<file path="src/btfa_ram.sv">
`timescale 1ns / 1ps

module btfa_ram #(
  parameter int WIDTH = 8,
  parameter int DEPTH = 16
) (
  input  logic                     clk,
  input  logic                     we,
  input  logic [$clog2(DEPTH)-1:0] addr,
  input  logic [WIDTH-1:0]         wdata,
  output logic [WIDTH-1:0]         rdata
);

  logic [WIDTH-1:0] mem [DEPTH];

  always_ff @(posedge clk) begin
    if (we) begin
      mem[addr] <= wdata;
    end
    rdata <= mem[addr];
  end

endmodule

</file>
<file path="config.mk">
export PLATFORM = sky130hd
export DESIGN_NAME = btfa_ram
export DESIGN_NICKNAME = d
export VERILOG_FILES = /design/src/btfa_ram.sv
export SDC_FILE = /design/constraint.sdc
export NUM_CORES = 1
export LEC_CHECK = 0
export BUFFER_PORTS_ARGS = -buffer_cell sky130_fd_sc_hd__buf_4
export CORE_MARGIN = 4
export CORE_UTILIZATION = 54
export CTS_CLUSTER_SIZE = 16
export DETAILED_ROUTE_END_ITERATION = 7
export HOLD_SLACK_MARGIN = 0.03
export PLACE_DENSITY = 0.79
export SKIP_CTS_REPAIR_TIMING = 1
export SYNTH_ARGS = -nofsm -noshare
export SYNTH_HDL_FRONTEND = slang
export SYNTH_SLANG_ARGS = --single-unit
export TNS_END_PERCENT = 50
</file>
<file path="constraint.sdc">
create_clock -name clk -period 1.5 [get_ports clk]
set_input_delay 0 -clock clk [delete_from_list [all_inputs] [get_ports clk]]
set_output_delay 0 -clock clk [all_outputs]
set_load 0.01 [all_outputs]
</file>
# Word-level counts from Yosys, hierarchy flattened
# Memory sizes are Yosys's and may differ from the RTL's. A register that Yosys moved wholly into a read port is not among the register bits.
# Cells that the tools add are included.
[word_totals]
ram_bits = 128
romBits = 0
ff_bits = 0
latch_bits = 0
input_bits = 14
wordCells = 3
mem_count = 1
output_inout_bits = 8
[mem_list]
columns = ["name", "words", "word_bits", "rd", "rd_clocked_by_memory_dff", "write_ports", "line", "rtl"]
rows = [
  ["mem", 16, 8, 1, 1, 1, "14", "logic [WIDTH-1:0] mem [DEPTH];"],
]
[classes]
n_mux = 2
shifts = 0
eq_ne = 0
n_reduce_logical = 0
bitwise_logic = 0
addsub = 0
multipliers = 0
order_cmp = 0
n_div = 0
[op_table]
columns = ["op", "count"]
rows = [
  ["$mux W1", 2],
]

# Logic depth before layout (Yosys ltp)
# Gate-level depths: netlist of the first run.
[depth]
word_depth = 2
depth_mapped = 5
ltp_nobuf = 3

# Worst setup path after synthesis of the first run
# No wires, ideal clock.
[synth_path]
kind = "in2reg"
startpoint = "input port addr[2]"
endpoint = "memory mem[0][0] (enable)"
path_slack_ps = 7
path_buffers = 0
required_ps = 1117
setup_time_ps = 383
arrival_time_ps = 1110
path_stages = 2
cell_sequence = "or3b_2 nor3_1"
[synth_rtl]
columns = ["item", "line", "rtl"]
rows = [
  ["start: declaration", "9", "input logic [$clog2(DEPTH)-1:0] addr,"],
  ["end: declaration", "14", ""],
]
# Straight into the memory's write port.

==> results.yml, run 1 <==
cells_and_area:
  mostFrequentLayoutCell: "edfxtp_1"
  final_layout_size_suffix_gt1_frac: 0.350
  area_growth_pct: 22.4
  layout_common_cells: "128 x edfxtp_1, 42 x buf_4, 32 x mux4_2"
  utilization: 0.675
  num-nets-final: 304
  antenna_cells: 0
timing:
  final-hold-violation-count: 0
  min_period_ns: 1.39
  period_share: 0.928
  final_max_slew_viol_count: 0
  rsz0062_at_grt: "false"
  tightest_slew_ns: 0.831
  max_freq_mhz: 719
  finalSetupViolations: 0
  slew_headroom: 0.444
  fin_ws_ns: 0.109
  setup_tns_ns: 0
  fin_skew_ns: 0.00698
grt:
  overflow: 0
  antenna_found_initial: 0
  grt_max_degree: 21
  grt_pass1_vias: 2645
  grt_usage: 0.197
  grt_first_pass_wirelength_um: 15500
critical_path:
  cp_slowest_cell: "mux4_2"
  critPathTopFamily: "multiplexers"
  end_kind: "flop"
  worstSetupPathType: "reg -> reg"
  critical-path-max-stage-delay_ns: 0.47
  crit_required_ns: 1.88
  crit_chain: "mux4_2 > a22oi_1 > nand2_1"
  worstPathMaxFanout: 1
  crit_buf_inv: 0
  cp-start-kind: "flop"
  worstPathArrival_ns: 1.77
status:
  status: "finished, final reports clean"
routing:
  dr.pass1.iters: 4
  viasPerCell: 5.89
  drt_wl_total_um: 10100
  drtIter0Drc: 175
  drc: 0
  wire_per_inst_um: 24.3
  route.vias.total: 2437
  antenna_left: 0
floorplanning:
  die_area_mm2: 0.0110
  start_util: 0.551
  core_mm2: 0.00920
  num_rows: 35
  die_w_um: 105
  io-pin-count: 22
  die_h_um: 105
synth:
  synth-seq-cells: 136
  syn_area_mm2: 0.00507
  postSynthCellCount: 230
  yosysSeqAreaShare: 0.790
  synth.distinct_cells: 18
  syn_area_per_cell_um2: 22.0
  syn_nets: 244
  ys_warn_count: 0
placed_design:
  dp_hpwl_um: 6120
  dpl_worst_slack_ns: 0.0795
  place_congestion: 0.763
  io_buffers: 21
run:
  cap_violations: 0
clock_tree:
  clockBufferDepth: 2
  cts_num_sinks: 136
  path_clk_slew_ns: 0.06
  htree_levels: 4
  clock_latency_ns: 0.50
  cts-buffers-inserted: 17
  cts_tree: "yes"
  cts_root_buf: "clkbuf_8"
min_path:
  hold_path_class: "in -> reg"
power:
  power_leakage_nw: 2.10
  power_density_mw_per_mm2: 1460
  peakVddDrop_mv: 1.73
[logic make-up after synthesis]
group / share of synthesized area
flip-flops: 0.790
AND/OR/NAND/NOR: 0.0321
multiplexers: 0.142
AO/OA/AOI/OAI: 0.0237
buffers and inverters: 0.0119
[path summary, 6_finish.rpt]
check	slack, ns	cells after the start	endpoint	startpoint
min reg2reg	0.68	3	rdata[1]	mem[14][1]
min	0.10	3	mem[5][0]	we
max	0.11	3	rdata[4]	mem[0][4]
max reg2reg	0.11	3	rdata[4]	mem[0][4]
[layer usage]
metal / track usage / vias to the layer above / wire length, um
met1: 0.259 / 1250 / 3950
li1: - / 1085 / -
met5: 0 / - / 0
met3: 0.0451 / 18 / 683
met2: 0.319 / 84 / 5250
met4: 0.0843 / 0 / 188
[layout make-up]
type | instances | area [um^2]
Sequential cell | 136 | 4000
Fill cell | 569 | 2990
Multi-Input combinational cell | 83 | 1000
Timing Repair Buffer | 52 | 435
Clock buffer | 18 | 418
Clock inverter | 14 | 204
Tap cell | 111 | 139
[worst reg2reg max path: cells and delay by family (launching register included)]
kind | cells | cell delay (ns)
AOI/OAI and AO/OA | 1 | 0.32
and+or+nand+nor | 1 | 0.11
DFF | 1 | 0.38
muxes | 1 | 0.47
[cell usage after synthesis]
library cell,number,area share
nand3b_1,2,0.0030
nor3_1,4,0.0040
nor2b_1,2,0.0025
mux4_2,32,0.14
clkbuf_2,1,0.00099
nor2_1,13,0.0096
dfxtp_1,8,0.032
nand2_1,9,0.0067
buf_1,4,0.0030
a22oi_1,16,0.024
edfxtp_1,128,0.76
and2_1,1,0.0012
buf_6,2,0.0044
nand3_1,1,0.00099
clkbuf_1,2,0.0015
buf_2,2,0.0020
nand2b_1,2,0.0025
or3b_2,1,0.0017
[state kept, by name, indices dropped and copies added, names as in the netlist]
name / count
mem: 128
rdata: 8
[report_power, final]
| group | switching [W] | leakage (nW) | internal, W |
|---|---|---|---|
| clock network | 0.00147 | 0.308 | 0.00285 |
| logic | 0.000241 | 0.571 | 0.000218 |
| registers | 0.0000293 | 1.22 | 0.00425 |
| total | 0.00174 | 2.10 | 0.00732 |
[metrics by stage]
stage	instance area [um^2]	power, W	hold slack, ns	cells
finish	6200	0.00906	0.101	414
global route	6200	0.00933	0.108	414
CTS	6120	0.00910	-0.218	406
detailed placement	5500	0.00480	0.318	374
global placement	5500	0.00478	0.306	374
floorplan	5070	0.00458	0.0989	230
Power figures use the tool's default switching activity.
==> inputs of run 2 (changes only) <==
--- a/config.mk
+++ b/config.mk
@@ -6,8 +6,10 @@
 export NUM_CORES = 1
 export LEC_CHECK = 0
 export BUFFER_PORTS_ARGS = -buffer_cell sky130_fd_sc_hd__buf_4
+export CELL_PAD_IN_SITES_DETAIL_PLACEMENT = 0
+export CELL_PAD_IN_SITES_GLOBAL_PLACEMENT = 1
 export CORE_MARGIN = 4
-export CORE_UTILIZATION = 54
+export CORE_UTILIZATION = 48
 export CTS_CLUSTER_SIZE = 16
 export DETAILED_ROUTE_END_ITERATION = 7
 export HOLD_SLACK_MARGIN = 0.03
==> run 2 against run 1 <==
Hold slack worse by 0.029 ns. Total power fell by 3.6%. Register-to-register slack better by 0.02 ns. Clock skew rose by 0.0010 ns.
==> results.yml, run 2 (synthesized netlist as in run 1, its figures left out) <==
routing:
  route.vias.total: 2461
  drt_wl_total_um: 9730
  dr.pass1.iters: 4
  drtIter0Drc: 172
  viasPerCell: 5.56
  drc: 0
  antenna_left: 0
  wire_per_inst_um: 22.0
cells_and_area:
  area_growth_pct: 23.1
  reg.largest.list: "mem: 128 flops, rdata: 8 flops"
  final_cells: 443
  layout_common_cells: "128 x edfxtp_1, 45 x buf_4, 32 x mux4_2"
  num-nets-final: 308
  final_layout_size_suffix_gt1_frac: 0.362
  largest_reg_flops: 128
  largest-register: "mem"
  antenna_cells: 0
  mostFrequentLayoutCell: "edfxtp_1"
  fill_cells: 711
timing:
  setup_tns_ns: 0
  final-hold-violation-count: 0
  tightest_slew_ns: 0.519
  rsz0062_at_grt: "false"
  max_freq_mhz: 731
  period_share: 0.912
  finalSetupViolations: 0
  min_period_ns: 1.37
  final_max_slew_viol_count: 0
  fin_skew_ns: 0.00798
  slew_headroom: 0.654
grt:
  grt_max_degree: 38
  grt_first_pass_wirelength_um: 15100
  overflow: 0
  antenna_found_initial: 0
  grt_usage: 0.170
  grt_pass1_vias: 2557
power:
  power_leakage_nw: 2.10
  clkPwrFrac: 0.457
  p_sw_frac: 0.201
  peakVddDrop_mv: 0.926
  power_density_mw_per_mm2: 1400
  p_sw_w: 0.00175
  p_comb_frac: 0.053
  seq_power_share: 0.490
  p_int_w: 0.00698
clock_tree:
  cts_root_buf: "clkbuf_8"
  clockBufferDepth: 2
  htree_levels: 4
  cts_tree: "yes"
  clock_latency_ns: 0.51
  cts-buffers-inserted: 17
  path_clk_slew_ns: 0.06
  cts_num_sinks: 136
critical_path:
  reg2reg_to: "rdata[5]"
  r2r_cells: 3
  cp_slowest_cell: "mux4_2"
  critical-path-max-stage-delay_ns: 0.47
  end_kind: "flop"
  rrSetupSlack_ns: 0.13
  worstSetupPathType: "reg -> reg"
  cp-start-kind: "flop"
  regToRegStartpoint: "mem[11][5]"
  crit_chain: "mux4_2 > a22oi_1 > nand2_1"
  worstPathArrival_ns: 1.76
  crit_required_ns: 1.89
  worstPathMaxFanout: 1
floorplanning:
  die_w_um: 111
  die_h_um: 111
  die_area_mm2: 0.0123
  io-pin-count: 22
  num_rows: 37
  core_mm2: 0.0103
  start_util: 0.491
run:
  cap_violations: 0
min_path:
  whs_endpoint: "rdata[5]"
  min_path_cells: 5
  worstHoldStart: "addr[3]"
  hold_path_class: "in -> reg"
placed_design:
  place_inst: 403
  io_buffers: 21
  place_congestion: 0.764
  dp_hpwl_um: 6090
status:
  status: "finished, final reports clean"
-- run 2: changes by cell type in the layout (fill, tap and decap cells not counted), sizes merged --
cell	delta
clkbuf	+4
clkinvlp	+3
clkinv	-5
bufinv	-3
buf	+4
inv	+1
-- run 2: worst max-delay path by stage --
stage / startpoint / to / slack [ns]
2_1_floorplan: addr[2] / mem[0][0] / 0.007
3_3_place_gp: addr[0] / rdata[5] / -0.03
3_5_place_dp: addr[0] / rdata[5] / -0.06
4_1_cts: mem[11][5] / rdata[5] / 0.12
5_1_grt: mem[3][3] / rdata[3] / 0.05
6_report: mem[11][5] / rdata[5] / 0.13
-- run 2: metal layers --
| metal | global-route usage | up-vias | part of all wire |
|---|---|---|---|
| met1 | 0.234 | 1276 | 0.44 |
| met4 | 0.0755 | 0 | 0.015 |
| met3 | 0.0426 | 14 | 0.051 |
| met2 | 0.261 | 79 | 0.50 |
| met5 | 0 | - | 0 |
| li1 | - | 1092 | - |
-- run 2: power groups by stage --
stage / Sequential [W] / Combinational, W / Clock, W
floorplan: 0.00436 / 0.000219 / 0
detailed placement: 0.00435 / 0.000452 / 0
CTS: 0.00428 / 0.000454 / 0.00405
global placement: 0.00435 / 0.000443 / 0
global route: 0.00428 / 0.000506 / 0.00427
finish: 0.00427 / 0.000466 / 0.00399
-- run 2: cell type report --
| type | instances | area (um^2) | share of cell area |
|---|---|---|---|
| clock buffers | 22 | 463 | 0.0742 |
| clock inverters | 10 | 119 | 0.0191 |
| multi-input cells | 83 | 1000 | 0.161 |
| flip-flops and latches | 136 | 4000 | 0.642 |
| well taps | 136 | 170 | 0.0273 |
| repair buffers | 56 | 478 | 0.0766 |
-- run 2: through the flow --
stage	util	total power, W	setup WS [ns]	hold WS (ns)	cell area [um^2]
floorplan	-	0.00458	0.00699	0.0989	5070
global placement	0.540	0.00479	-0.0300	0.307	5580
detailed placement	0.540	0.00481	-0.0556	0.317	5580
CTS	0.596	0.00878	0.122	-0.221	6160
global route	0.604	0.00906	0.0544	0.0759	6240
finish	0.604	0.00873	0.132	0.0723	6240
-- run 2: worst max-delay path, delay by kind of cell, from the launching register on --
family          cells  cell delay [ns]
compound gates      1             0.33
simple gates        1             0.08
mux                 1             0.47
flops               1             0.37
