## src/btfa_pkg.sv

```systemverilog
`timescale 1ns / 1ps

package btfa_pkg;

  // heap geometry
  localparam int HEAP_BYTES = 8192;
  localparam int HEAP_LIMIT = (HEAP_BYTES / 8) * 8;
  localparam int HEAP_WORDS = HEAP_LIMIT / 8;
  localparam int WORD_AW    = $clog2(HEAP_WORDS);

  // a tag holds a size up to the heap limit, in-use flag in bit 0
  localparam int TAG_W = $clog2(HEAP_LIMIT + 1);

  localparam int FIELD_W   = 13;
  localparam int TAG_BYTES = 8;
  localparam int MIN_SPLIT = 3 * TAG_BYTES;
  localparam int PAD_BYTES = TAG_BYTES + 2 * TAG_BYTES;
  localparam int NEED_W    = $clog2((1 << FIELD_W) - 1 + PAD_BYTES + 1);

  // datapath width: covers offsets, sizes, padded requests and one carry
  localparam int BASE_W = (TAG_W > NEED_W) ? TAG_W : NEED_W;
  localparam int WIDE_W = ((BASE_W > FIELD_W) ? BASE_W : FIELD_W) + 1;

  localparam logic [WIDE_W-1:0] LIMIT_W     = WIDE_W'(HEAP_LIMIT);
  localparam logic [WIDE_W-1:0] TAG_BYTES_W = WIDE_W'(TAG_BYTES);
  localparam logic [WIDE_W-1:0] MIN_SPLIT_W = WIDE_W'(MIN_SPLIT);
  localparam logic [WIDE_W-1:0] PAD_BYTES_W = WIDE_W'(PAD_BYTES);
  localparam logic [WORD_AW-1:0] LAST_WORD  = WORD_AW'(HEAP_WORDS - 1);

  // action codes
  localparam logic ACT_ALLOC = 1'b0;
  localparam logic ACT_FREE  = 1'b1;

  // status codes
  localparam logic ST_DONE  = 1'b0;
  localparam logic ST_NOFIT = 1'b1;

  typedef struct packed {
    logic               action;
    logic [FIELD_W-1:0] request_bytes;
    logic [FIELD_W-1:0] payload_offset;
  } in_word_t;

  typedef struct packed {
    logic               status;
    logic [FIELD_W-1:0] granted_offset;
  } out_word_t;

  typedef struct packed {
    logic [WIDE_W-1:0] a;
    logic [WIDE_W-1:0] b;
    logic              sub;
  } alu_req_t;

  typedef struct packed {
    logic [WIDE_W-1:0] res;
    logic              neg;
  } alu_rsp_t;

  typedef struct packed {
    logic               we;
    logic [WORD_AW-1:0] addr;
    logic [TAG_W-1:0]   wdata;
  } mem_req_t;

endpackage

```

## src/btfa_alu.sv

```systemverilog
`timescale 1ns / 1ps

module btfa_alu (
  input  btfa_pkg::alu_req_t req,
  output btfa_pkg::alu_rsp_t rsp
);

  import btfa_pkg::*;

  logic [WIDE_W:0] full;

  // one adder, also used for compares through the borrow
  always_comb begin
    if (req.sub) begin
      full = {1'b0, req.a} - {1'b0, req.b};
    end else begin
      full = {1'b0, req.a} + {1'b0, req.b};
    end
    rsp.res = full[WIDE_W-1:0];
    rsp.neg = req.sub & full[WIDE_W];
  end

endmodule

```

## config.mk

```make
export PLATFORM = sky130hd
export DESIGN_NAME = btfa_alu
export DESIGN_NICKNAME = d
export VERILOG_FILES = /design/src/btfa_pkg.sv /design/src/btfa_alu.sv
export SDC_FILE = /design/constraint.sdc
export NUM_CORES = 1
export LEC_CHECK = 0
export BUFFER_PORTS_ARGS = -buffer_cell sky130_fd_sc_hd__buf_4
export CAP_MARGIN = 30
export CORE_AREA = 2 2 54 56
export DETAILED_ROUTE_END_ITERATION = 6
export DIE_AREA = 0 0 56 58
export GPL_TIMING_DRIVEN = 0
export PLACE_DENSITY = 0.71
export SLEW_MARGIN = 30
export SYNTH_ARGS = -nofsm -noshare
export SYNTH_HDL_FRONTEND = slang
export SYNTH_SLANG_ARGS = --single-unit
```

## constraint.sdc

```tcl
create_clock -name vclk -period 3
set_input_delay 0.6 -clock vclk [all_inputs]
set_output_delay 0.6 -clock vclk [all_outputs]
set_load 0.1 [all_outputs]
```

# Word-level counts from Yosys, hierarchy flattened
# Cells that the tools add are included.
[word_totals]
regBits = 0
[op_classes]
add_sub_neg = 2
n_mux = 1
bitwise_logic = 1
[op_table]
columns = ["cell", "n"]
rows = [
  ["$add A15 B15 Y16", 1],
  ["$mux W16", 1],
  ["$sub A15 B15 Y16", 1],
  ["$and A1 B1 Y1", 1],
]

# Logic depth before layout (Yosys ltp)
# Gate-level depths: netlist of the first run.
[logic_depth]
ltp_word = 3
depth_mapped = 12
ltp_nobuf = 12

# Worst setup path before layout of the first run
# No wires, ideal clock.
[synth_path]
kind = "in2out"
start = "input port req[5] (netlist bit)"
end = "output port rsp[14] (netlist bit)"
arrival_ps = 4550
path_slack_ps = -2150
path_stages = 11
cell_sequence = "nor3_1 a21oi_1 nor2_1 o21ai_0 xnor2_1 ha_1 nand2_1 o21ai_0 nor3_1 a21boi_0 a211oi_1"
[synth_lines]
columns = ["element", "line", "text"]
rows = [
  ["start: declaration", "btfa_alu.sv:4", "input btfa_pkg::alu_req_t req,"],
  ["end: declaration", "btfa_alu.sv:5", "output btfa_pkg::alu_rsp_t rsp"],
]

==> results of run 1 <==
[Yosys cell counts (2+ instances only)]
master | number | area [um2]
nand4_1 | 2 | 12.51
nor2b_1 | 3 | 18.77
nor4_1 | 2 | 12.51
o21a_1 | 2 | 15.01
xor2_1 | 5 | 43.79
a31oi_1 | 4 | 25.02
nor3_1 | 5 | 25.02
buf_2 | 2 | 10.01
nand3b_1 | 2 | 15.01
a21oi_1 | 11 | 55.05
o21ai_0 | 9 | 45.04
nand3_1 | 3 | 15.01
a21oi_2 | 3 | 26.28
inv_1 | 13 | 48.80
and2_1 | 2 | 12.51
ha_1 | 16 | 200.2
nor2_1 | 12 | 45.04
nand2_1 | 5 | 18.77
and3_1 | 2 | 12.51
a21o_1 | 4 | 30.03
xnor2_1 | 17 | 148.9
[area by class of cell]
| cell class | count | share of cell area |
|---|---|---|
| Multi-Input combinational cell | 125 | 0.6347 |
| Tap cell | 31 | 0.01618 |
| Timing Repair Buffer | 69 | 0.3032 |
| Buffer | 3 | 0.01827 |
| Inverter | 13 | 0.02766 |
[repair_timing]
action	4_1_cts	5_1_grt
hold endpoints to repair	0	0
setup buffers	11	11
pin swaps	22	25
resized for setup	61	35
setup endpoints to repair	13	13
[critical path: cells and delay by family]
family | cells | cell delay [ns]
and+or+nand+nor | 4 | 1.03
AOI/OAI and AO/OA | 3 | 0.46
adders and majority gates | 1 | 0.36
buffers and inverters | 2 | 0.32
xor gates and xnor gates | 2 | 0.32
[path summary, 6_finish.rpt]
check / start / end / slack [ns] / cells past startpoint
worst max-delay path: req[9] / rsp[15] / -0.70 / 12
worst min-delay path: req[1] / rsp[1] / 1.67 / 4
[power by group through the flow]
stage | clock network [mW] | logic [mW] | registers [mW]
after detailed placement | 0 | 1.08 | 0
after global routing | 0 | 1.50 | 0
after CTS | 0 | 1.32 | 0
after floorplan | 0 | 0.893 | 0
after global placement | 0 | 1.07 | 0
final | 0 | 1.46 | 0
[per-layer routing]
| layer | track usage | share of wire |
|---|---|---|
| met1 | 0.2538 | 0.39 |
| met4 | 0.03741 | 0.021 |
| met2 | 0.4185 | 0.55 |
| met5 | 0 | 0 |
| met3 | 0.004464 | 0.036 |
[cells by family after synthesis]
| kind of cell | Yosys count | share of synthesized area |
|---|---|---|
| AO/OA/AOI/OAI | 46 | 0.3341 |
| XOR/XNOR | 22 | 0.1885 |
| adder cells (fa/ha/maj) | 17 | 0.2154 |
| buffers and inverters | 16 | 0.06120 |
| multiplexers | 1 | 0.009792 |
| AND/OR/NAND/NOR | 39 | 0.1909 |
[stage by stage]
stage               setup WS [ns]  cell area, um2  hold WS (ns)
floorplan                 -0.6626            1381         1.583
global placement           -1.114            1773         1.702
detailed placement         -1.130            1773         1.701
CTS                       -0.6211            2137         1.673
global route              -0.7933            2397         1.680
finish                    -0.6984            2397         1.671
==> results.md, run 1 <==
Timing:
- The count of final hold-check violations came to 0.
- The total negative slack is -6.492 ns.
- Counting I/O delays and the setup requirement, the final critical path takes 3.698 ns.
- Setup violations remaining at the end of the flow were counted as 11.
- The part of the cycle the worst path needs is 1.233.
- In this run the tightest slew margin relative to its limit is 0.6495.
- Setup repair after global routing could not meet its margin everywhere.
- After layout, the worst setup slack is -0.6984 ns.
- At the pin with the least slew margin, the transition time is 0.5202 ns.
- The number of max-slew violations in the final report is 0.
- The fmax is 0.2704 GHz.

Synthesis:
- The post-synthesis average cell area is 7.250 um2.
- The synthesized netlist contains 38 unique library cells.
- The number of nets handed over by synthesis was 189.
- The synthesized cell area is 0.001022 mm2.
- The number of warning messages in the yosys log is 0.
- The share of the Yosys chip area taken by registers is 0.
- Synthesis handed over a netlist of 141 instances.

Final layout:
- The non-filler instance count after layout is 241.
- Once layout is complete, the utilization of the core stands at 0.9004.
- The proportion of layout cells with a drive suffix above 1 is 0.6381.
- The area used by sequential logic in the layout is 0 um2.
- The area of combinational cells with multiple inputs is 0.001521 mm2.
- The clock buffer instance count of the final layout is 0.
- The number of diodes added for antenna fixing is 0.
- The design has 0 sequential cells.
- The net count reported at finish is 260.
- Leaving out fill and tap cells, the most frequent cell in the layout is buf_4.
- The layout overhead on the synthesized area is 134.5%.
- The filler cells instantiated in the layout total 113.
- Leaving out fill and tap cells, the most frequent cells in the layout are buf_4, buf_12, xnor2_1, inv_1, nor2_1.

Min path:
- The path class of the tightest hold or removal check is in -> out.

Global routing:
- The leftover overflow at the end of global routing is 0.
- The number of antenna violations at the first check in global routing is 0.
- Entering global routing, the biggest net connects 9 pins.
- The via count of the first global-routing pass is 1291.
- The total routing usage reported by global routing is 0.2100.
- The first global-routing pass estimated 5616 um of wire.

Clocking:
- The count of hold-fix buffers inserted at cts is 0.

Power and ir drop:
- The peak ir drop on the vdd network is 0.8071 mV.
- Internal power comes to 0.5844 mW.
- The fraction of power consumed by the clock network is 0.
- The analysis attributes to cell leakage a power of 0.9809 nW.
- The fraction of power consumed by combinational cells is 1.000.
- Of the total power, the share spent switching nets is 0.6001.
- The total power of the final layout is 1.461 mW.
- The fraction of power consumed by sequential logic is 0.
- For this design the total switching power over the nets is 0.8769 mW.
- In this run the power density over the cells is 609.6 mW/mm2.

Floorplan:
- The floorplan step set the die width to 56 um.
- The total die area is 0.003248 mm2.
- The floorplan has 19 rows.
- The initial standard-cell utilization of the core is 0.3839.
- The core region is 0.002663 mm2.
- The number of ports placed on the die boundary is 47.
- The chip height is 58 um.

Worst setup path:
- In this run the worst path has a maximum fanout of 7.
- The critical path launch point type is a primary input.
- Among all stages on the critical path, the largest delay is contributed by ha_2.
- Data arrives at the worst endpoint at 3.10 ns.
- At the worst endpoint, the required time is 2.40 ns.
- The critical path in this run is classified as in -> out.
- The endpoint class of the critical path is a primary output.
- The signal on the critical path passes through buf_4 -> nor3_1 -> a21oi_2 -> nor2_2 -> o21ai_0 -> xnor2_1 -> ha_2 -> and3_1 -> and2_2 -> a21oi_4 -> xnor2_4 -> buf_12.
- The longest individual stage delay on the worst path is 0.36 ns.

Place:
- After legalization and detailed placement, the total HPWL measured 2490 um.
- The final weighted congestion in routability-driven placement is 0.8148.
- The cell count after placement is 219.
- In this run the tool buffered the top-level ports with 47 buffer cells.

Drt:
- The first detailed-routing pass ran for 4 iterations.
- The post-route DRC violation count is 0.
- The DRC marker count from the first detailed-route iteration is 77.
- The total routed wirelength is 4569 um.
- The detail-routed via count per cell is 5.905.
- For this block, the via count after detailed routing is 1423.
- The count of nets left with antenna violations once routing finished came out at 0.
- The routed wire length per instance is 18.96 um.

Job:
- The max-cap check violation count is 0.

Status:
- The flow ran to the end, but the final reports show violations.
- The checks that failed: negative setup slack.
No activity file was read; power rests on OpenSTA's default activity.
==> run 2: changes to the inputs <==
==> config.mk (replaced) <==
export PLATFORM = sky130hd
export DESIGN_NAME = btfa_alu
export DESIGN_NICKNAME = d
export VERILOG_FILES = /design/src/btfa_pkg.sv /design/src/btfa_alu.sv
export SDC_FILE = /design/constraint.sdc
export NUM_CORES = 1
export LEC_CHECK = 0
export BUFFER_PORTS_ARGS = -buffer_cell sky130_fd_sc_hd__buf_2
export CAP_MARGIN = 30
export CORE_AREA = 2 2 51 53
export DETAILED_ROUTE_END_ITERATION = 6
export DIE_AREA = 0 0 53 55
export GPL_TIMING_DRIVEN = 0
export PLACE_DENSITY = 0.78
export SLEW_MARGIN = 30
export SYNTH_ARGS = -nofsm -noshare
export SYNTH_HDL_FRONTEND = slang
export SYNTH_SLANG_ARGS = --single-unit
==> run 2 against run 1 <==
Effect of this change:
- the run still ends with negative setup slack left
- total power up 1.0%
- hold slack better by 0.062 ns
- global-route usage up 4.7 points
- via count up 12%
- critical path depth up 1
- clock-buffer cell count unchanged
- critical path type unchanged
- critical endpoint is now rsp[14]
==> results.md, run 2 (synthesis results as in run 1) <==
Status:
- The run finished, with violations left.
- The checks that failed: negative setup slack.

Worst setup path:
- The required time at the endpoint of the critical path is 2.40 ns (about the same).
- The path type of the worst setup path is in -> out.
- The critical path launch point type is a primary input.
- The data arrival time at the worst-slack endpoint is 3.26 ns (+0.16 ns).
- The biggest fanout along the worst timing path is 4 (-3).
- STA classifies the critical path endpoint as a primary output.

Place:
- The placed standard-cell area is 0.001654 mm2 (-6.7%).
- The cell count after placement came to 218 (-0.46%).
- The number of buffers inserted by port buffering is 47 (unchanged).
- The half-perimeter wire length after detailed placement came to 2505 um (+0.59%).
- The final weighted congestion in routability-driven placement is 0.8238 (+1.1%).

Drt:
- The DRC marker count from the first detailed-route iteration came to 72 (-6.5%).
- The post-route DRC violation count is 0 (unchanged).
- The routed wire length per instance came to 24.79 um (+31%).
- The total via count in the routed design was 1589 (+12%).
- The total iterations of the first detailed-routing run was 4 (unchanged).
- The detail-routed via count per cell is 6.649 (+13%).
- The number of nets still failing antenna checks after routing is 0 (unchanged).
- The total routed wirelength is 5925 um (+30%).

Timing:
- The count of final hold-check violations is 0 (unchanged).
- The number of max-slew violations in the final report is 0 (unchanged).
- The fmax is 0.2590 GHz (-4.2%).
- The slack of the critical path is -0.8611 ns (-0.1627 ns).
- The measured slew at the worst slew-check pin is 0.5087 ns (-0.01156 ns).
- The headroom to the max-slew limit came to 0.6632 (+0.01371).
- The total of endpoints with negative setup slack in the final report is 14 (+3).
- The total negative slack is -7.530 ns (-1.039 ns).
- The part of the cycle the worst path needs was 1.287 (+0.05423).
- The clock period minus worst slack was 3.861 ns (+0.1627 ns).
- Setup repair after global routing could not meet its margin everywhere.

Power and ir drop:
- The fraction of power consumed by the clock network is 0 (unchanged).
- The peak ir drop on the vdd network is 0.7204 mV (-11%).
- The net switching fraction of the power was 0.6159 (+0.01579).
- The switching component of the power is 0.9093 mW (+3.7%).
- The fraction of power consumed by sequential logic is 0 (unchanged).
- The total power of the final layout was 1.476 mW (+1.0%).
- The fraction of power consumed by combinational cells is 1.000 (about the same).
- The cell area power density is 645.8 mW/mm2 (+6.0%).
- The leakage dissipation is 0.9366 nW (-4.5%).
- The internal power summed over all cells was 0.5671 mW (-3.0%).

Final layout:
- The net count reported at finish is 259 (-0.38%).
- The finished layout cell area came to 0.002286 mm2 (-4.6%).
- The layout sequential cell count is 0 (unchanged).
- The proportion of layout cells with a drive suffix above 1 came to 0.6172 (-0.02087).
- The clock buffer instance count of the final layout is 0 (unchanged).
- The fill cell total of the finished layout is 44 (-61%).
- The number of diodes added for antenna fixing is 0 (unchanged).
- The area used by sequential logic in the layout is 0 um2 (unchanged).
- The non-filler instance count after layout was 239 (-0.83%).
- The library cell used most frequently in the layout, excluding fill and tap cells, is buf_2.
- Compared with the post-synthesis result, the final layout area differs by 123.6%.
- In the layout the commonest cells are buf_2, buf_4, buf_12, xnor2_1, ha_1.
- The post-route core utilization is 0.9667 (+0.06629).

Floorplan:
- The width of the die came to 53 um (-5.4%).
- The number of standard-cell rows in the floorplan is 18 (-1).
- The initial standard-cell utilization of the core is 0.4323 (+0.04835).
- The number of ports placed on the die boundary was 47 (unchanged).
- The floorplan core area is 0.002365 mm2 (-11%).
- The chip height is 55 um (-5.2%).
- The total die area is 0.002915 mm2 (-10%).

Global routing:
- The maximum number of pins on one net before global-route repair was 11 (+2).
- The global-route wire length before repair is 5664 um (+0.85%).
- The via count of the first global-routing pass is 1268 (-1.8%).
- The total routing usage reported by global routing came to 0.2567 (+0.04676).
- The leftover overflow at the end of global routing is 0 (unchanged).
- The number of antenna violations at the first check in global routing is 0 (unchanged).

Job:
- The max-cap check violation count is 0 (unchanged).

Min path:
- The type of the most critical hold path is in -> out.
- The worst hold path depth is 4 (unchanged).
-- run 2: stage by stage --
| step | hold slack [ns] | worst slack, ns |
|---|---|---|
| 6_report | 1.733 | -0.8611 |
| 5_1_grt | 1.745 | -0.9795 |
| 4_1_cts | 1.751 | -0.6214 |
| 3_5_place_dp | 1.797 | -1.273 |
| 3_3_place_gp | 1.747 | -1.275 |
| 2_1_floorplan | 1.583 | -0.6626 |
-- run 2: worst max-delay path, cell delays in order --
cell and delay, ns:
buf_2 0.14, nor3_1 0.38, a21oi_1 0.16, nor2_2 0.17
xnor2_1 0.11, ha_1 0.39, nand2_1 0.15, o32ai_4 0.30
buf_4 0.16, nor3_1 0.03, a21boi_2 0.18, a211oi_4 0.27
buf_12 0.21
-- run 2: area by class of cell --
type,count,area (um2),share of cell area
Tap cell,30,37.54,0.01642
Multi-Input combinational cell,125,1486,0.6502
Timing Repair Buffer,68,658.1,0.2879
Buffer,3,37.54,0.01642
Inverter,13,66.31,0.02901
-- run 2: final timing paths --
| path | to | slack [ns] | start |
|---|---|---|---|
| max | rsp[14] | -0.86 | req[7] |
| min | rsp[1] | 1.73 | req[1] |
-- run 2: what timing repair did --
| action | 4_1_cts | 5_1_grt |
|---|---|---|
| endpoints found under the setup margin | 13 | 13 |
| resized for setup | 73 | 33 |
| pin swaps | 20 | 22 |
| setup buffers | 10 | 11 |
| hold buffers | 0 | 0 |
| cloned | 0 | 0 |
-- run 2: layer usage --
metal	track usage	wire [um]	share of wire
met4	0.01282	374	0.063
met1	0.3008	2148	0.36
met2	0.5271	3010	0.51
met5	0	0	0
met3	0.02151	390	0.066
-- run 2: power by group through the flow --
stage / Clock, mW / Sequential, mW / Combinational (mW)
after floorplan: 0 / 0 / 0.893
after global placement: 0 / 0 / 1.01
after detailed placement: 0 / 0 / 1.03
after CTS: 0 / 0 / 1.29
after global routing: 0 / 0 / 1.50
final: 0 / 0 / 1.48
