## config.mk

```make
export PLATFORM = sky130hd
export DESIGN_NAME = btfa_seq
export DESIGN_NICKNAME = d
export VERILOG_FILES = /design/src/btfa_pkg.sv /design/src/btfa_seq.sv
export SDC_FILE = /design/constraint.sdc
export NUM_CORES = 1
export LEC_CHECK = 0
export BUFFER_PORTS_ARGS = -buffer_cell sky130_fd_sc_hd__buf_2
export CELL_PAD_IN_SITES_DETAIL_PLACEMENT = 0
export CELL_PAD_IN_SITES_GLOBAL_PLACEMENT = 1
export CORE_ASPECT_RATIO = 0.9
export CORE_UTILIZATION = 25
export CTS_CLUSTER_DIAMETER = 60
export DETAILED_ROUTE_END_ITERATION = 8
export PLACE_DENSITY_LB_ADDON = 0.1
export SLEW_MARGIN = 20
export SYNTH_ARGS = -nofsm -noshare
export SYNTH_HDL_FRONTEND = slang
export SYNTH_SLANG_ARGS = --single-unit
export TNS_END_PERCENT = 50
```

## constraint.sdc

```tcl
create_clock -name clk -period 3.4 [get_ports clk]
set_input_delay 0.68 -clock clk [delete_from_list [all_inputs] [get_ports clk]]
set_output_delay 0.68 -clock clk [all_outputs]
set_load 0.02 [all_outputs]
```

## src/btfa_pkg.sv

```systemverilog
`timescale 1ns / 1ps

package btfa_pkg;

  // heap geometry
  localparam int HEAP_BYTES = 8192;
  localparam int HEAP_LIMIT = (HEAP_BYTES / 8) * 8;
  localparam int HEAP_WORDS = HEAP_LIMIT / 8;
  localparam int WORD_AW    = $clog2(HEAP_WORDS);

  // a tag holds a size up to the heap limit, in-use flag in bit 0
  localparam int TAG_W = $clog2(HEAP_LIMIT + 1);

  localparam int FIELD_W   = 13;
  localparam int TAG_BYTES = 8;
  localparam int MIN_SPLIT = 3 * TAG_BYTES;
  localparam int PAD_BYTES = TAG_BYTES + 2 * TAG_BYTES;
  localparam int NEED_W    = $clog2((1 << FIELD_W) - 1 + PAD_BYTES + 1);

  // datapath width: covers offsets, sizes, padded requests and one carry
  localparam int BASE_W = (TAG_W > NEED_W) ? TAG_W : NEED_W;
  localparam int WIDE_W = ((BASE_W > FIELD_W) ? BASE_W : FIELD_W) + 1;

  localparam logic [WIDE_W-1:0] LIMIT_W     = WIDE_W'(HEAP_LIMIT);
  localparam logic [WIDE_W-1:0] TAG_BYTES_W = WIDE_W'(TAG_BYTES);
  localparam logic [WIDE_W-1:0] MIN_SPLIT_W = WIDE_W'(MIN_SPLIT);
  localparam logic [WIDE_W-1:0] PAD_BYTES_W = WIDE_W'(PAD_BYTES);
  localparam logic [WORD_AW-1:0] LAST_WORD  = WORD_AW'(HEAP_WORDS - 1);

  // action codes
  localparam logic ACT_ALLOC = 1'b0;
  localparam logic ACT_FREE  = 1'b1;

  // status codes
  localparam logic ST_DONE  = 1'b0;
  localparam logic ST_NOFIT = 1'b1;

  typedef struct packed {
    logic               action;
    logic [FIELD_W-1:0] request_bytes;
    logic [FIELD_W-1:0] payload_offset;
  } in_word_t;

  typedef struct packed {
    logic               status;
    logic [FIELD_W-1:0] granted_offset;
  } out_word_t;

  typedef struct packed {
    logic [WIDE_W-1:0] a;
    logic [WIDE_W-1:0] b;
    logic              sub;
  } alu_req_t;

  typedef struct packed {
    logic [WIDE_W-1:0] res;
    logic              neg;
  } alu_rsp_t;

  typedef struct packed {
    logic               we;
    logic [WORD_AW-1:0] addr;
    logic [TAG_W-1:0]   wdata;
  } mem_req_t;

endpackage

```

## src/btfa_seq.sv

```systemverilog
`timescale 1ns / 1ps

module btfa_seq (
  input  logic                          clk,
  input  logic                          rst_n,
  input  logic                          start,
  input  btfa_pkg::in_word_t            cmd,
  input  logic                          result_take,
  output logic                          idle,
  output logic                          done,
  output btfa_pkg::out_word_t           result,
  output btfa_pkg::alu_req_t            alu_req,
  input  btfa_pkg::alu_rsp_t            alu_rsp,
  output btfa_pkg::mem_req_t            mem_req,
  input  logic [btfa_pkg::TAG_W-1:0]    mem_rdata
);

  import btfa_pkg::*;

  localparam logic [3:0] S_IDLE = 4'd0;
  localparam logic [3:0] S_RD   = 4'd1;
  localparam logic [3:0] S_CHK  = 4'd2;
  localparam logic [3:0] S_FIT  = 4'd3;
  localparam logic [3:0] S_WA   = 4'd4;
  localparam logic [3:0] S_WB   = 4'd5;
  localparam logic [3:0] S_WC   = 4'd6;
  localparam logic [3:0] S_WD   = 4'd7;
  localparam logic [3:0] S_FH   = 4'd8;
  localparam logic [3:0] S_FF   = 4'd9;
  localparam logic [3:0] S_DONE = 4'd10;

  logic [3:0]        state_r, state_nxt;
  logic              act_r, act_nxt;
  logic              status_r, status_nxt;
  logic [WIDE_W-1:0] need_r, need_nxt;
  logic [WIDE_W-1:0] cur_r, cur_nxt;
  logic [WIDE_W-1:0] end_r, end_nxt;
  logic [WIDE_W-1:0] mid_r, mid_nxt;
  logic [WIDE_W-1:0] gofs_r, gofs_nxt;
  logic [TAG_W-1:0]  tag_r, tag_nxt;
  logic [TAG_W-1:0]  rest_r, rest_nxt;
  logic              split_r, split_nxt;
  logic              ovr_r, ovr_nxt;
  logic              vld0_r, vld0_nxt;
  logic              vldl_r, vldl_nxt;

  logic [WORD_AW-1:0] cur_word;
  logic [WORD_AW-1:0] res_word;
  logic [TAG_W-1:0]   tag_v;
  logic [WIDE_W-1:0]  size_v;
  logic [WIDE_W-1:0]  size_r;
  logic [TAG_W-1:0]   hdr_a;
  logic [TAG_W-1:0]   rest_tag;
  logic [TAG_W-1:0]   free_tag;
  logic [WIDE_W-1:0]  req_al;
  logic [WIDE_W-1:0]  pay_al;

  assign cur_word = cur_r[WORD_AW+2:3];
  assign res_word = alu_rsp.res[WORD_AW+2:3];

  // head and tail words read as the initial free block until first written
  assign tag_v  = ovr_r ? TAG_W'(HEAP_LIMIT) : mem_rdata;
  assign size_v = WIDE_W'({tag_v[TAG_W-1:1], 1'b0});
  assign size_r = WIDE_W'({tag_r[TAG_W-1:1], 1'b0});

  assign hdr_a    = split_r ? {need_r[TAG_W-1:1], 1'b1} : {tag_r[TAG_W-1:1], 1'b1};
  assign rest_tag = {rest_r[TAG_W-1:1], 1'b0};
  assign free_tag = {tag_r[TAG_W-1:1], 1'b0};

  assign req_al = WIDE_W'({cmd.request_bytes[FIELD_W-1:3], 3'b000});
  assign pay_al = WIDE_W'({cmd.payload_offset[FIELD_W-1:3], 3'b000});

  always_comb begin
    state_nxt  = state_r;
    act_nxt    = act_r;
    status_nxt = status_r;
    need_nxt   = need_r;
    cur_nxt    = cur_r;
    end_nxt    = end_r;
    mid_nxt    = mid_r;
    gofs_nxt   = gofs_r;
    tag_nxt    = tag_r;
    rest_nxt   = rest_r;
    split_nxt  = split_r;
    ovr_nxt    = ovr_r;
    alu_req    = '0;
    mem_req    = '0;
    mem_req.addr = cur_word;

    unique case (state_r)
      S_IDLE: begin
        // padded size for allocate, header offset for free
        alu_req.a   = (cmd.action == ACT_FREE) ? pay_al : req_al;
        alu_req.b   = (cmd.action == ACT_FREE) ? TAG_BYTES_W : PAD_BYTES_W;
        alu_req.sub = (cmd.action == ACT_FREE);
        if (start) begin
          act_nxt    = cmd.action;
          status_nxt = ST_DONE;
          if (cmd.action == ACT_FREE) begin
            if (cmd.payload_offset < FIELD_W'(TAG_BYTES)) begin
              state_nxt = S_DONE;
            end else begin
              cur_nxt   = alu_rsp.res;
              state_nxt = S_RD;
            end
          end else begin
            need_nxt  = alu_rsp.res;
            cur_nxt   = '0;
            state_nxt = S_RD;
          end
        end
      end
      S_RD: begin
        alu_req.a = cur_r;
        alu_req.b = TAG_BYTES_W;
        gofs_nxt  = alu_rsp.res;
        if (cur_r >= LIMIT_W) begin
          status_nxt = (act_r == ACT_ALLOC) ? ST_NOFIT : ST_DONE;
          state_nxt  = S_DONE;
        end else begin
          ovr_nxt   = ((cur_word == '0) && !vld0_r) || ((cur_word == LAST_WORD) && !vldl_r);
          state_nxt = S_CHK;
        end
      end
      S_CHK: begin
        alu_req.a = cur_r;
        alu_req.b = size_v;
        tag_nxt   = tag_v;
        end_nxt   = alu_rsp.res;
        if (act_r == ACT_FREE) begin
          state_nxt = S_FH;
        end else if (size_v == '0 || size_v[2:0] != 3'b000 || alu_rsp.res > LIMIT_W) begin
          status_nxt = ST_NOFIT;
          state_nxt  = S_DONE;
        end else if (tag_v[0]) begin
          cur_nxt   = alu_rsp.res;
          state_nxt = S_RD;
        end else begin
          state_nxt = S_FIT;
        end
      end
      S_FIT: begin
        alu_req.a   = size_r;
        alu_req.b   = need_r;
        alu_req.sub = 1'b1;
        if (alu_rsp.neg) begin
          cur_nxt   = end_r;
          state_nxt = S_RD;
        end else begin
          rest_nxt  = alu_rsp.res[TAG_W-1:0];
          split_nxt = (alu_rsp.res >= MIN_SPLIT_W);
          state_nxt = S_WA;
        end
      end
      S_WA: begin
        mem_req.we    = 1'b1;
        mem_req.wdata = hdr_a;
        alu_req.a     = cur_r;
        alu_req.b     = need_r;
        mid_nxt       = alu_rsp.res;
        state_nxt     = S_WB;
      end
      S_WB: begin
        alu_req.a     = split_r ? mid_r : end_r;
        alu_req.b     = TAG_BYTES_W;
        alu_req.sub   = 1'b1;
        mem_req.we    = 1'b1;
        mem_req.addr  = res_word;
        mem_req.wdata = hdr_a;
        state_nxt     = split_r ? S_WC : S_DONE;
      end
      S_WC: begin
        mem_req.we    = 1'b1;
        mem_req.addr  = mid_r[WORD_AW+2:3];
        mem_req.wdata = rest_tag;
        state_nxt     = S_WD;
      end
      S_WD: begin
        alu_req.a     = end_r;
        alu_req.b     = TAG_BYTES_W;
        alu_req.sub   = 1'b1;
        mem_req.we    = 1'b1;
        mem_req.addr  = res_word;
        mem_req.wdata = rest_tag;
        state_nxt     = S_DONE;
      end
      S_FH: begin
        mem_req.we    = 1'b1;
        mem_req.wdata = free_tag;
        // footer only for a nonzero size that ends inside the heap
        if (tag_r[TAG_W-1:1] != '0 && end_r <= LIMIT_W) begin
          state_nxt = S_FF;
        end else begin
          state_nxt = S_DONE;
        end
      end
      S_FF: begin
        alu_req.a     = end_r;
        alu_req.b     = TAG_BYTES_W;
        alu_req.sub   = 1'b1;
        mem_req.we    = 1'b1;
        mem_req.addr  = res_word;
        mem_req.wdata = free_tag;
        state_nxt     = S_DONE;
      end
      S_DONE: begin
        if (result_take) begin
          state_nxt = S_IDLE;
        end
      end
      default: begin
        state_nxt = S_IDLE;
      end
    endcase

    vld0_nxt = vld0_r | (mem_req.we && mem_req.addr == '0);
    vldl_nxt = vldl_r | (mem_req.we && mem_req.addr == LAST_WORD);
  end

  always_ff @(posedge clk) begin
    if (!rst_n) begin
      state_r <= S_IDLE;
      vld0_r  <= 1'b0;
      vldl_r  <= 1'b0;
    end else begin
      state_r <= state_nxt;
      vld0_r  <= vld0_nxt;
      vldl_r  <= vldl_nxt;
    end
  end

  always_ff @(posedge clk) begin
    act_r    <= act_nxt;
    status_r <= status_nxt;
    need_r   <= need_nxt;
    cur_r    <= cur_nxt;
    end_r    <= end_nxt;
    mid_r    <= mid_nxt;
    gofs_r   <= gofs_nxt;
    tag_r    <= tag_nxt;
    rest_r   <= rest_nxt;
    split_r  <= split_nxt;
    ovr_r    <= ovr_nxt;
  end

  assign idle = (state_r == S_IDLE);
  assign done = (state_r == S_DONE);

  assign result.status         = status_r;
  assign result.granted_offset = (act_r == ACT_ALLOC && status_r == ST_DONE)
                                 ? gofs_r[FIELD_W-1:0] : '0;

endmodule

```

== Word level (Yosys, flattened, before mapping) ==
Index checks and enable logic that the tools add are counted.

* Flip-flop bits (word level): 111
* Bits in latches: 0
* RAM bits: 0
* Bits in read-only memories: 0
* Bits of input ports: 61
* Output and inout bits: 72
* Word-level logic and storage cells: 117
* Memories: 0

* $add $sub $neg: 0
* Multipliers: 0
* Divide/modulo/power cells: 0
* Order comparisons: 5
* Eq/ne operators: 21
* Shifts and indexed selects: 0
* Mux-type cells: 37
* Bitwise operators: 7
* Reductions and logical operators: 33

{| class="wikitable"
|+ Operator list
! cell !! number
|-
| case mux 30 bit (7 select lines) || 1
|-
| 2-to-1 mux 15 bit || 8
|-
| case mux 15 bit (3 select lines) || 1
|-
| case mux 14 bit (3 select lines) || 1
|-
| case mux 4 bit (10 select lines) || 1
|-
| 2-to-1 mux 4 bit || 8
|-
| 2-to-1 mux 14 bit || 2
|-
| 2-to-1 mux 13 bit || 2
|-
| == test 10 bit (second input constant) || 2
|-
| logical NOT 10 bit || 2
|-
| case mux 10 bit (2 select lines) || 1
|-
| == test 4 x 3 -> 1 bit (second input constant) || 4
|-
| != test 2 bit (second input constant) || 8
|-
| >= comparator 15 x 14 -> 1 bit (second input constant) || 1
|-
| >= comparator 15 x 5 -> 1 bit (second input constant) || 1
|-
| > comparator 15 x 14 -> 1 bit (second input constant) || 1
|-
| <= comparator 15 x 14 -> 1 bit (second input constant) || 1
|-
| logical NOT 15 bit || 1
|-
| < comparator 13 x 4 -> 1 bit (second input constant) || 1
|-
| nonzero test 13 bit || 1
|-
| == test 4 bit (second input constant) || 3
|-
| nonzero test 3 bit || 3
|-
| == test 4 x 2 -> 1 bit (second input constant) || 2
|-
| AND reduction 2 bit || 4
|-
| other kinds (21) || 43
|}

== Logic depth before layout (Yosys ltp) ==
* Depth in word-level cells: 7
* Gate-level depth with buffers: 9
* Depth with buffers taken out: 5

== Worst setup path before layout ==
No wires, ideal clock.

* Path type: input to register
* From: in alu_rsp[12] (netlist bit)
* To: reg cur_r[0], enable pin
* Setup time: 0.431 ns
* Arrival time: 3.196 ns
* Required time: 2.969 ns
* Setup slack: -0.228 ns
* Cell stages on the path: 5
* Buffers on the path: 0
* Cell sequence: nor4_1 -> and4_1 -> o221ai_1 -> o21ai_0 -> nor4b_1

* Cells in the longest elaborated chain, start to end: 4

{| class="wikitable"
|+ Ends and longest elaborated chain
! element !! RTL line !! RTL
|-
| from (decl) || btfa_seq.sv:13 || <nowiki>input btfa_pkg::alu_rsp_t alu_rsp,</nowiki>
|-
| > comparator 15 x 14 -> 1 bit || btfa_seq.sv:132 || <nowiki>end else if (size_v == '0 || size_v[2:0] != 3'b000 || alu_rsp.res > LIMIT_W) begin</nowiki>
|-
| logical OR 1 bit || btfa_seq.sv:132 ||
|-
| != test 2 bit (no source line) || n/a ||
|-
| AND reduction 7 bit (no source line) || n/a ||
|-
| to (signal assigned) || btfa_seq.sv:236 || <nowiki>cur_r <= cur_nxt;</nowiki>
|-
| to (decl) || btfa_seq.sv:36 || <nowiki>logic [WIDE_W-1:0] cur_r, cur_nxt;</nowiki>
|}

No other way between the ends.
A chain may end at the register's enable or synchronous reset.

==> out/metrics.csv <==
stage;metric;value;unit
sta;drv_slew;0;
critical_path;endpoint_kind;output pin;
detailed_routing;viasPerCell;5.38;
grt;grt_max_degree;30;
logic_synthesis;synthDistinctLibCells;58;
detailed_routing;wire_per_inst;24.8;um
floorplan;dieWidth;160;um
logic_synthesis;synth.area.top_cells;edfxtp_1 55%, a221o_1 3.9%, a22o_1 3.9%;
clocking;cts_root_buffer;clkbuf_16;
logic_synthesis;synth-seq-cells;109;
clocking;cts.sinks;109;
grt;grt_pass1_wl;32.2;mm
sta;post-route-min-period;3250;ps
logic_synthesis;ys.flop_type;edfxtp_1;
clocking;clock_latency;360;ps
logic_synthesis;yosysTopAreaCellShare;55.2;%
floorplan;rows;51;
place;pre_cts_ws;49.0;ps
logic_synthesis;ys_warn_count;0;
grt;antenna_found_initial;1;
logic_synthesis;async_reset_ff_share;0;%
logic_synthesis;netlist_instances;488;
critical_path;path_delay_family;compound AO/OA/AOI/OAI gates;
cells_and_area;multi_input_area;2160;um^2
logic_synthesis;synth_commonest_cells;103 x edfxtp_1, 35 x nor2_1, 34 x nand2_1, 29 x inv_1, 25 x a22o_1;
critical_path;critPathBufInv;3;
sta;tightestPinTransition;814;ps
critical_path;cp-start-kind;register;
grt;first_global_vias;4702;
logic_synthesis;yosys.cell_count.top_type;edfxtp_1;
detailed_routing;drc;0;
critical_path;cp_slowest_stage_delay;650;ps
place;portBuffers;126;
min_path;hold_class;register to register;
sta;rsz0062_at_grt;false;
sta;min_period_over_period;95.7;%
pwr;p_leak;0.00287;uW
detailed_routing;vias;4968;
cells_and_area;antenna_cells;0;
logic_synthesis;synth_edf_count;103;
cells_and_area;syn2layout_area_growth;25.9;%
floorplan;die_h;144;um
grt;grt_usage;19.7;%
clocking;tritoncts;done;
floorplan;initial_core_util;25.7;%
logic_synthesis;synth_area_leader_cell;edfxtp_1;
clocking;hold_buffers;0;
pwr;powerDensity;858;nW/um^2
cells_and_area;fin_nets;688;
critical_path;slowest_stage;dfxtp_1;
logic_synthesis;syn-num-nets;549;
clocking;clockBufferDepth;2;
detailed_routing;drtAntennaViolNets;0;
pwr;vdd_drop_max;337;uV
critical_path;crit_required;2720;ps
clocking;cts_setup_buffers;0;
clocking;post_cts_resized;1;
sta;slew_headroom;45.5;%
clocking;cts_buffers;9;
place;hpwl;17.0;mm
floorplan;die-area;23000;um^2
sta;setup_viol;0;
detailed_routing;dr.pass1.iters;5;
sta;fmaxAchievable;307;MHz
clocking;cts_max_level;3;
cells_and_area;n_fill_cell;2280;
floorplan;io_pins;133;
detailed_routing;drtIter0Drc;444;
place;place_congestion;0.940;
cells_and_area;seq_area;3210;um^2
detailed_routing;wl;22.9;mm
sta;worst_slack;146;ps
logic_synthesis;synth_area;5600;um^2
outcome;status;finished, final reports clean;
clocking;clk_pin_slew;70;ps
cells_and_area;fin_cells;923;
critical_path;crit_fanout;29;
grt;grt_overflow;0;
job;drv_cap;0;
place;place_inst;907;
critical_path;cp_cell_sequence;buf_4 -> or2_2 -> nor3_2 -> buf_12 -> a221o_1 -> a221o_1 -> buf_2;
critical_path;crit_top_cell;a221o_1;
floorplan;core_area;21800;um^2
sta;finClkSkew;4.45;ps
cells_and_area;layout-drive-gt1-share;29.9;%
logic_synthesis;ys_seq_area_share;57.3;%
sta;hold_viol_final;0;
critical_path;worstSetupPathType;register to output pin;
critical_path;arrival;2570;ps
logic_synthesis;syn_avg_cell_area;11.5;um^2
[registers in the layout (all words and copies together) (netlist names), 4 cells and up]
register  flops
end_r        15
mid_r        15
cur_r        15
state_r       4
rest_r       13
tag_r        13
need_r       15
gofs_r       13
[path summary, 6_finish.rpt]
path / startpoint / to / slack (ps) / cells after the start
max: state_r[3] / alu_req[22] / 150 / 7
min: vldl_r / vldl_r / 460 / 2
max reg2reg: state_r[1] / vld0_r / 980 / 6
min reg2reg: vldl_r / vldl_r / 460 / 2
[layout make-up]
cell class	instances	share of cell area [%]
clock inverters	6	0.869
inverters	29	1.54
repair buffers	161	13.0
clock buffers	10	3.25
well taps	291	5.16
multi-input cells	317	30.6
flip-flops and latches	109	45.6
[cell usage in the layout, fill, tap and decap left out, types with 6 or more instances in the layout]
cell type | Yosys | routed
a21oi_1 | 12 | 12
a221o_1 | 22 | 22
a222oi_1 | 21 | 21
a22o_1 | 25 | 25
and2_1 | 17 | 17
buf_2 | 11 | 126
buf_4 | 2 | 33
clkbuf_16 | 0 | 9
dfxtp_1 | 6 | 6
edfxtp_1 | 103 | 103
inv_1 | 29 | 29
mux2i_1 | 12 | 12
nand2_1 | 34 | 34
nand3_1 | 7 | 7
nand4_1 | 6 | 6
nor2_1 | 35 | 33
nor2b_1 | 17 | 17
nor3_1 | 10 | 6
nor4_1 | 11 | 11
o21ai_0 | 22 | 22
[worst min-delay path: cells and delay by family, from the launching register on]
kind / cells / cell delay (ps)
AND/OR/NAND/NOR: 1 / 50
flip-flops: 1 / 330
AO/OA/AOI/OAI: 1 / 50
[per-layer routing]
layer / vias up / GRT usage, % / share of wire [%]
met1: 2504 / 27.8 / 46
met3: 22 / 3.70 / 6.9
met5: - / 0 / 0.035
met2: 238 / 31.0 / 45
li1: 2202 / - / -
met4: 2 / 5.11 / 1.4
[power breakdown]
part	internal (uW)	switching, uW
Sequential	1860	308
Combinational	959	1850
Clock	573	506
Total	3390	2660
[cell families (layout without fill, tap and decap cells)]
family / after synthesis / in the layout / synth area share, %
xor+xnor: 1 / 1 / 0.156
buf+inv: 62 / 206 / 4.69
simple gates: 165 / 165 / 15.7
mux: 12 / 12 / 2.14
compound gates: 139 / 139 / 20.0
flops: 109 / 109 / 57.3
[metrics by stage]
| step | utilization [%] | cell area, um^2 | total power (uW) | hold slack (ps) | setup TNS [ps] |
|---|---|---|---|---|---|
| 6_report | 32.3 | 7050 | 6050 | 457 | 0 |
| 2_1_floorplan | - | 5610 | 3810 | 415 | -422 |
| 3_5_place_dp | 31.0 | 6760 | 4980 | 438 | 0 |
| 3_3_place_gp | 31.0 | 6760 | 5020 | 437 | 0 |
| 5_1_grt | 32.3 | 7050 | 6350 | 493 | 0 |
| 4_1_cts | 32.3 | 7050 | 6070 | 456 | 0 |
Power figures use the tool's default switching activity.
